$ cat config.mk
export PLATFORM = sky130hd
export DESIGN_NAME = trial_division_prime_test_core
export DESIGN_NICKNAME = d
export VERILOG_FILES = /design/src/rtl/tdp_pkg.sv /design/src/rtl/tdp_dp.sv /design/src/rtl/tdp_ctrl.sv /design/src/rtl/trial_division_prime_test_core.sv
export SDC_FILE = /design/constraint.sdc
export NUM_CORES = 1
export LEC_CHECK = 0
export ABC_CLOCK_PERIOD_IN_PS = 3500
export BUFFER_PORTS_ARGS = -buffer_cell sky130_fd_sc_hd__buf_4
export CAP_MARGIN = 25
export CORE_ASPECT_RATIO = 1.75
export CORE_MARGIN = 1
export CORE_UTILIZATION = 55
export DETAILED_ROUTE_END_ITERATION = 10
export PLACE_DENSITY_LB_ADDON = 0.08
export SLEW_MARGIN = 20
export SYNTH_ARGS = -nofsm -noshare
export SYNTH_HDL_FRONTEND = slang
export SYNTH_SLANG_ARGS = --single-unit
$ cat constraint.sdc
create_clock -name clk -period 3.5 [get_ports clk]
set_clock_uncertainty 0.1 [all_clocks]
set_input_delay 0.7 -clock clk [delete_from_list [all_inputs] [get_ports clk]]
set_output_delay 0.7 -clock clk [all_outputs]
set_load 0.02 [all_outputs]
$ cat src/rtl/tdp_pkg.sv
// Shared width constants and controller/datapath interface structs for the trial division core.
`timescale 1ns / 1ps

package tdp_pkg;

  localparam int WIDTH = 16;
  localparam int CNT_W = (WIDTH > 1) ? $clog2(WIDTH) : 1;

  // Commands from controller to datapath
  typedef struct packed {
    logic load;      // capture candidate, set divisor to two
    logic div_init;  // clear remainder and bit counter
    logic div_step;  // one restoring-division bit
    logic next_div;  // advance divisor by one
  } tdp_cmd_t;

  // Status from datapath to controller
  typedef struct packed {
    logic lt2;        // candidate below two
    logic past_half;  // divisor above half the candidate
    logic bit_last;   // last division bit in progress
    logic rem_zero;   // remainder is zero
  } tdp_sts_t;

endpackage

$ cat src/rtl/tdp_dp.sv
// Datapath: candidate, divisor and a bit-serial restoring remainder unit.
`timescale 1ns / 1ps

module tdp_dp
  import tdp_pkg::*;
(
  input  logic             clk,
  input  logic [WIDTH-1:0] in_candidate,
  input  tdp_cmd_t         cmd,
  output tdp_sts_t         sts
);

  logic [WIDTH-1:0] n_r;
  logic [WIDTH-1:0] d_r;
  logic [WIDTH-2:0] half_r;
  logic [WIDTH-1:0] rem_r;
  logic [CNT_W-1:0] cnt_r;

  logic [CNT_W-1:0] bit_idx;
  logic [WIDTH-1:0] shifted;

  assign bit_idx = CNT_W'(WIDTH - 1) - cnt_r;
  assign shifted = {rem_r[WIDTH-2:0], n_r[bit_idx]};

  always_ff @(posedge clk) begin
    if (cmd.load) begin
      n_r    <= in_candidate;
      half_r <= in_candidate[WIDTH-1:1];
      d_r    <= WIDTH'(2);
    end else if (cmd.next_div) begin
      d_r <= d_r + WIDTH'(1);
    end

    if (cmd.div_init) begin
      rem_r <= '0;
      cnt_r <= '0;
    end else if (cmd.div_step) begin
      // Remainder stays below the divisor, so the shift never overflows
      rem_r <= (shifted >= d_r) ? (shifted - d_r) : shifted;
      cnt_r <= cnt_r + CNT_W'(1);
    end
  end

  assign sts.lt2       = ~|n_r[WIDTH-1:1];
  assign sts.past_half = d_r > {1'b0, half_r};
  assign sts.bit_last  = (cnt_r == CNT_W'(WIDTH - 1));
  assign sts.rem_zero  = (rem_r == '0);

endmodule

$ cat src/rtl/tdp_ctrl.sv
// Controller: sequences divisors and division bits, issues the result strobe.
`timescale 1ns / 1ps

module tdp_ctrl
  import tdp_pkg::*;
(
  input  logic     clk,
  input  logic     rst_n,
  input  logic     start,
  output logic     busy,
  output logic     out_valid,
  output logic     out_is_prime,
  output tdp_cmd_t cmd,
  input  tdp_sts_t sts
);

  typedef enum logic [1:0] {
    S_IDLE,
    S_CHECK,
    S_DIV,
    S_EVAL
  } state_t;

  state_t state_r, state_nxt;
  logic   out_valid_r, out_valid_nxt;
  logic   out_is_prime_r, out_is_prime_nxt;

  always_comb begin
    state_nxt        = state_r;
    out_valid_nxt    = 1'b0;
    out_is_prime_nxt = out_is_prime_r;
    cmd              = '0;
    unique case (state_r)
      S_IDLE: begin
        if (start) begin
          cmd.load  = 1'b1;
          state_nxt = S_CHECK;
        end
      end
      S_CHECK: begin
        if (sts.lt2) begin
          out_valid_nxt    = 1'b1;
          out_is_prime_nxt = 1'b0;
          state_nxt        = S_IDLE;
        end else if (sts.past_half) begin
          out_valid_nxt    = 1'b1;
          out_is_prime_nxt = 1'b1;
          state_nxt        = S_IDLE;
        end else begin
          cmd.div_init = 1'b1;
          state_nxt    = S_DIV;
        end
      end
      S_DIV: begin
        cmd.div_step = 1'b1;
        if (sts.bit_last) begin
          state_nxt = S_EVAL;
        end
      end
      S_EVAL: begin
        if (sts.rem_zero) begin
          out_valid_nxt    = 1'b1;
          out_is_prime_nxt = 1'b0;
          state_nxt        = S_IDLE;
        end else begin
          cmd.next_div = 1'b1;
          state_nxt    = S_CHECK;
        end
      end
      default: begin
        state_nxt = S_IDLE;
      end
    endcase
  end

  always_ff @(posedge clk) begin
    if (!rst_n) begin
      state_r     <= S_IDLE;
      out_valid_r <= 1'b0;
    end else begin
      state_r     <= state_nxt;
      out_valid_r <= out_valid_nxt;
    end
    out_is_prime_r <= out_is_prime_nxt;
  end

  assign busy         = (state_r != S_IDLE);
  assign out_valid    = out_valid_r;
  assign out_is_prime = out_is_prime_r;

endmodule

$ cat src/rtl/trial_division_prime_test_core.sv
// Top level of the trial division primality tester: controller plus datapath.
`timescale 1ns / 1ps

//  Channel   Ports                         Handshake
//  input     in_candidate[WIDTH-1:0]       beat taken when start && !busy
//  result    out_is_prime                  one-cycle beat marked by out_valid
//
//  Each candidate tries divisors 2 .. floor(n/2) in turn. Each divisor runs
//  a check state, one restoring-remainder bit step per candidate bit and an
//  evaluate state, all through the single bit-serial remainder unit. Reset
//  is synchronous, active low, and returns the controller to idle with no
//  strobe pending. The receiver cannot stall: out_valid lasts exactly one
//  cycle and a new beat may be accepted in that same cycle.

module trial_division_prime_test_core
  import tdp_pkg::*;
(
  input  logic             clk,
  input  logic             rst_n,
  input  logic             start,
  output logic             busy,
  input  logic [WIDTH-1:0] in_candidate,
  output logic             out_valid,
  output logic             out_is_prime
);

  tdp_cmd_t cmd;
  tdp_sts_t sts;

  // Controller: state machine that walks divisors and division bits
  tdp_ctrl u_ctrl (
    .clk          (clk),
    .rst_n        (rst_n),
    .start        (start),
    .busy         (busy),
    .out_valid    (out_valid),
    .out_is_prime (out_is_prime),
    .cmd          (cmd),
    .sts          (sts)
  );

  // Datapath: holds candidate and divisor, computes one remainder bit a cycle while div_step is raised
  tdp_dp u_dp (
    .clk          (clk),
    .in_candidate (in_candidate),
    .cmd          (cmd),
    .sts          (sts)
  );

  // The result strobe only fires as the controller drops back to idle
  a_strobe_idle: assert property (@(posedge clk) disable iff (!rst_n)
    out_valid |-> !busy)
    else $error("result strobe while controller busy");

  // An accepted beat always puts the controller to work
  a_accept_busy: assert property (@(posedge clk) disable iff (!rst_n)
    (start && !busy) |=> busy)
    else $error("accepted beat did not raise busy");

  // Every result passes through the check state, so strobes never repeat back to back
  a_single_strobe: assert property (@(posedge clk) disable iff (!rst_n)
    out_valid |=> !out_valid)
    else $error("result strobe lasted more than one cycle");

  // Commands to the datapath are mutually exclusive: at most one of the four is raised
  a_cmd_excl: assert property (@(posedge clk) disable iff (!rst_n)
    $countones({cmd.load, cmd.div_init, cmd.div_step, cmd.next_div}) <= 1)
    else $error("conflicting datapath commands");

endmodule

* Yosys cells after proc, flatten, opt, wreduce, memory -nomap -nowiden
Index checks and enable logic that the tools add are counted.
Word-level totals: output and inout port bits 3, logic and storage cells 55, register bits 71
Cells by class: $lt $le $gt $ge 3, eq/ne operators 8, mux-type cells 25, $add $sub $neg 4, reductions and logical operators 7
Operator list (count):
- $add A16 B1 Y16 const B | 1
- $ge A16 B16 Y1 | 1
- $gt A16 B15 Y1 | 1
- $logic_not A16 Y1 | 1
- $mux W1 | 16
- $mux W16 | 1
- $sub A16 B16 Y16 | 1
- $reduce_or A15 Y1 | 1
- $mux W2 | 4
- $pmux W2 S4 | 1
- $ne A2 B2 Y1 const B | 3
- $lt A4 B5 Y1 const B | 1
- $add A4 B1 Y4 const B | 1
- $bmux W1 S4 | 1
- $eq A2 B2 Y1 const B | 2
- $eq A4 B4 Y1 const B | 1
- $pmux W1 S2 | 2
- $reduce_bool A2 Y1 | 2
- $sub A4 B4 Y4 const A | 1
- $ne A3 B3 Y1 const B | 1
- $reduce_and A3 Y1 | 1
- $eq A2 B1 Y1 const B | 1
- $logic_not A2 Y1 | 1
- $reduce_and A2 Y1 | 1

* Depth between registers and ports, before layout
depth after elaboration 5, gate-level depth with buffers 15

* By module
A second synthesis with hierarchy kept.
Unflattened totals: cells, all modules 448, area total of the unflattened synthesis 3891.2 µm²
By module, submodules not included:
- tdp_dp | instances 1, cells each 426, area each 3674.8 µm²
- tdp_ctrl | instances 1, cells each 22, area each 216.5 µm²

* Worst setup path before layout
OpenSTA, ideal clock, no wires.
path kind reg2reg, start register u_dp.cnt_r[0], end register u_dp.rem_r[10], stages on the path, launching flop included 15, arrival time 3.133 ns, path slack 0.179 ns, cell sequence dfxtp_1 -> clkbuf_1 -> mux2i_1 -> o221ai_1 -> o22ai_1 -> nand2b_1 -> ha_1 -> fa_1 -> nand2b_1 -> a21oi_1 -> o21ai_1 -> and3_4 -> buf_6 -> a311o_1 -> a311oi_2
On the way: cells in the longest elaborated chain, start to end 5, elaborated cells on any way between the ends 6, classes of those cells add/sub: 2; order compare: 1; mux: 3
RTL lines:
- start: declaration | line tdp_dp.sv:17 | logic [CNT_W-1:0] cnt_r;
- start signal: assignment | line tdp_dp.sv:40 | cnt_r <= cnt_r + CNT_W'(1);
- $sub A4 B4 Y4 * | line tdp_dp.sv:22 | assign bit_idx = CNT_W'(WIDTH - 1) - cnt_r;
- $bmux W1 S4 * | line tdp_dp.sv:23 | assign shifted = {rem_r[WIDTH-2:0], n_r[bit_idx]};
- $mux W1 (implied by the code) * | line tdp_dp.sv:23
- $sub A16 B16 Y16 / $ge A16 B16 Y1 (equally long branches) | line tdp_dp.sv:39 | rem_r <= (shifted >= d_r) ? (shifted - d_r) : shifted;
- $mux W16 * | line tdp_dp.sv:39
- end signal: assignment | line tdp_dp.sv:39
- end: declaration | line tdp_dp.sv:16 | logic [WIDTH-1:0] rem_r;
Every way passes the cells marked *; elsewhere a longest branch is shown, timed or not. The select of a mux whose other input is x is not followed. A chain may end at the register's enable or synchronous reset.

* Worst setup path after layout
start register u_dp.cnt_r[3], end register u_dp.rem_r[13]
The elaborated chain is that of the path after synthesis.

==> impl_metrics.env <==
export IMPL_wl_per_cell_um=17.24
export IMPL_vias=3330
export IMPL_place_ws_ns=0.04896
export IMPL_setup_viol=0
export IMPL_layout_common_cells="nor2_1, nand2_1, inv_1, dfxtp_1"
export IMPL_start_util=0.5697
export IMPL_wl_um=9362
export IMPL_grt_overflow=0
export IMPL_min_period_ns=3.280
export IMPL_crit_top_cell="nand2b_1"
export IMPL_clock_sinks=56
export IMPL_synthFlopType="dfxtp_1"
export IMPL_max_slew_worst_pin_slew_ns=0.7508
export IMPL_hold_buffers=0
export IMPL_post_route_period_util=0.9371
export IMPL_hold_ws_ns=0.4048
export IMPL_cp_num_cells=12
export IMPL_fmax_ghz=0.3049
export IMPL_yosysWarnings=0
export IMPL_core_region_area_sq_um=6490
export IMPL_gp_congestion=0.8898
export IMPL_seq_area_frac_synth=0.3492
export IMPL_path_cells="nand2_1 -> o221ai_1 -> o22ai_1 -> nand2b_1 -> ha_1 -> fa_1 -> nand2b_1 -> a21oi_2 -> o21ai_1 -> and3_4 -> or4_1 -> a31oi_1"
export IMPL_slew_headroom=0.4995
export IMPL_cts_tree="done"
export IMPL_maxCapViolCount=0
export IMPL_crit_fanout=15
export IMPL_grt_max_degree=33
export IMPL_areaGrowthSynthToFinish_pct=11.88
export IMPL_placed_cell_area_sq_um=3979
export IMPL_crit_slowest_cell="or4_1"
export IMPL_cpPeakStageDelay_ns=0.53
export IMPL_min_path_type="reg -> reg"
export IMPL_clkLatencyLatePin_ns=0.30
export IMPL_synth_cell_type_count=55
export IMPL_synth_fp_nets=489
export IMPL_worst_ir_drop_vdd_v=0.0005041
export IMPL_async_flop_share=0
export IMPL_rr_worst_depth=12
export IMPL_drt_iter0_drc=189
export IMPL_cp_arrival_ns=3.41
export IMPL_syn_instance_count=436
export IMPL_cts_setup_buffers=0
export IMPL_crit_path_start_kind="register"
export IMPL_clkSlewWorstSetupHoldPaths_ns=0.07
export IMPL_place_hpwl_um=7430
export IMPL_timing_critical_path_buf_inv=0
export IMPL_cp_top_family="simple AND/OR/NAND/NOR gates"
export IMPL_cts_buffer_depth=2
export IMPL_dieArea_sq_um=7067
export IMPL_die_w_um=63.98
export IMPL_synth_edf_count=17
export IMPL_dieHeight_um=110.5
export IMPL_required_ns=3.63
export IMPL_grt_usage=0.2838
export IMPL_fin_util=0.6374
export IMPL_final_common_cell="nor2_1"
export IMPL_grt_pass1_vias=3335
export IMPL_fin_ws_ns=0.2200
export IMPL_crit_type="reg -> reg"
export IMPL_drc=0
export IMPL_io_buffer_count=21
export IMPL_numCtsBuffers=5
export IMPL_whs_path_depth=2
export IMPL_p_leak_nw=1.718
export IMPL_grt_pass1_wl_um=15390
export IMPL_tns_ns=0
export IMPL_io_pins=22
export IMPL_grt_antenna_before_repair=0
export IMPL_maxSlewViolCount=0
export IMPL_p_per_area_nw_per_um2=804.0
export IMPL_design_area_sq_um=4136
export IMPL_outcome="complete, no violations"
export IMPL_h_tree_depth=2
export IMPL_rsz0062_at_grt="false"
export IMPL_cts_root_buffer="clkbuf_16"
export IMPL_syn_area_sq_um=3697
export IMPL_drive_gt1_frac=0.1128
export IMPL_worstSetupEndpointType="register"
export IMPL_nNetsFinal=513
export IMPL_ys_seq_elements=56
export IMPL_via_per_inst=6.133
export IMPL_diodes=0
export IMPL_final_hold_violation_count=0
export IMPL_drtAntennaViolNets=0
export IMPL_avgSynthCellArea_sq_um=8.480
export IMPL_cts_resized=0
export IMPL_drt_pass1_iterations=5
export IMPL_rows=39
[area by class of cell]
cell class / count / area, sq um
Fill cell: 590 / 2354
Multi-Input combinational cell: 326 / 2198
Sequential cell: 56 / 1295
Timing Repair Buffer: 33 / 247.7
Clock buffer: 7 / 142.6
Inverter: 38 / 142.6
Tap cell: 82 / 102.6
Clock inverter: 1 / 7.507
[stage by stage]
step	instances	power, mW
final	543	3.326
after CTS	543	3.310
after global placement	535	2.764
after global routing	543	3.576
after detailed placement	535	2.792
after floorplan	436	2.307
[sequential cells by signal (all words and copies together) (netlist names), named ones only]
register	flops
u_ctrl.out_valid	1
u_ctrl.state_r	1
u_dp.d_r	16
u_dp.rem_r	16
u_ctrl.out_is_prime	1
u_dp.n_r	1
u_dp.half_r	15
u_dp.cnt_r	4
[cell usage after synthesis (all sizes together) (2+ instances only)]
cell type / number / share of area
nor2: 45 / 0.046
dfxtp: 39 / 0.21
nand2: 39 / 0.040
inv: 38 / 0.039
ha: 33 / 0.11
a21oi: 32 / 0.044
xnor2: 18 / 0.043
edfxtp: 17 / 0.14
nand3: 17 / 0.023
nand4: 16 / 0.027
o21ai: 15 / 0.020
a211oi: 10 / 0.020
clkbuf: 10 / 0.010
nand2b: 9 / 0.015
nor4: 9 / 0.015
and3: 7 / 0.013
a311oi: 6 / 0.016
a31oi: 6 / 0.010
buf: 6 / 0.0098
mux2i: 6 / 0.016
a21o: 5 / 0.010
xor2: 5 / 0.012
nor2b: 4 / 0.0068
or3: 4 / 0.0068
nor3: 3 / 0.0041
o21a: 3 / 0.0061
a2111oi: 2 / 0.0047
a41oi: 2 / 0.0047
and2: 2 / 0.0034
and4: 2 / 0.0047
mux4: 2 / 0.012
nand4b: 2 / 0.0047
nor3b: 2 / 0.0041
o221ai: 2 / 0.0047
or2: 2 / 0.0034
or4: 2 / 0.0041
[cells by family (layout without fill, tap and decap cells)]
family,count (synthesis),after routing,synth area share
AND/OR/NAND/NOR,167,167,0.2257
AO/OA/AOI/OAI,94,94,0.1665
flip-flops,56,56,0.3492
buffers and inverters,54,79,0.05855
adder cells (fa/ha/maj),34,34,0.1171
XOR/XNOR,23,23,0.05448
multiplexers,8,8,0.02843
[power by group]
group | switching (mW) | leakage (nW) | internal (mW)
Combinational | 1.09 | 1.17 | 0.780
Sequential | 0.153 | 0.479 | 0.793
Clock | 0.224 | 0.0701 | 0.285
[metal layers]
metal  up-vias  global-route usage  share of wire
met5         -                   0              0
met4         0              0.1864          0.062
met3        36             0.04339          0.028
met2        84              0.5113           0.53
met1      1582              0.2920           0.38
li1       1628                   -              -
[tightest hold or removal path, cell delays in order, from the launching register on]
cell and delay (ns):
dfxtp_1 0.32, nand2_1 0.06, a31oi_1 0.07
[worst paths after layout]
| kind | slack [ns] | endpoint | start |
|---|---|---|---|
| max reg2reg | 0.22 | u_dp.rem_r[13] | u_dp.cnt_r[3] |
| min | 0.40 | u_dp.rem_r[15] | u_dp.rem_r[15] |
| min reg2reg | 0.40 | u_dp.rem_r[15] | u_dp.rem_r[15] |
| max | 0.22 | u_dp.rem_r[13] | u_dp.cnt_r[3] |
No activity file was read; power rests on OpenSTA's default activity.
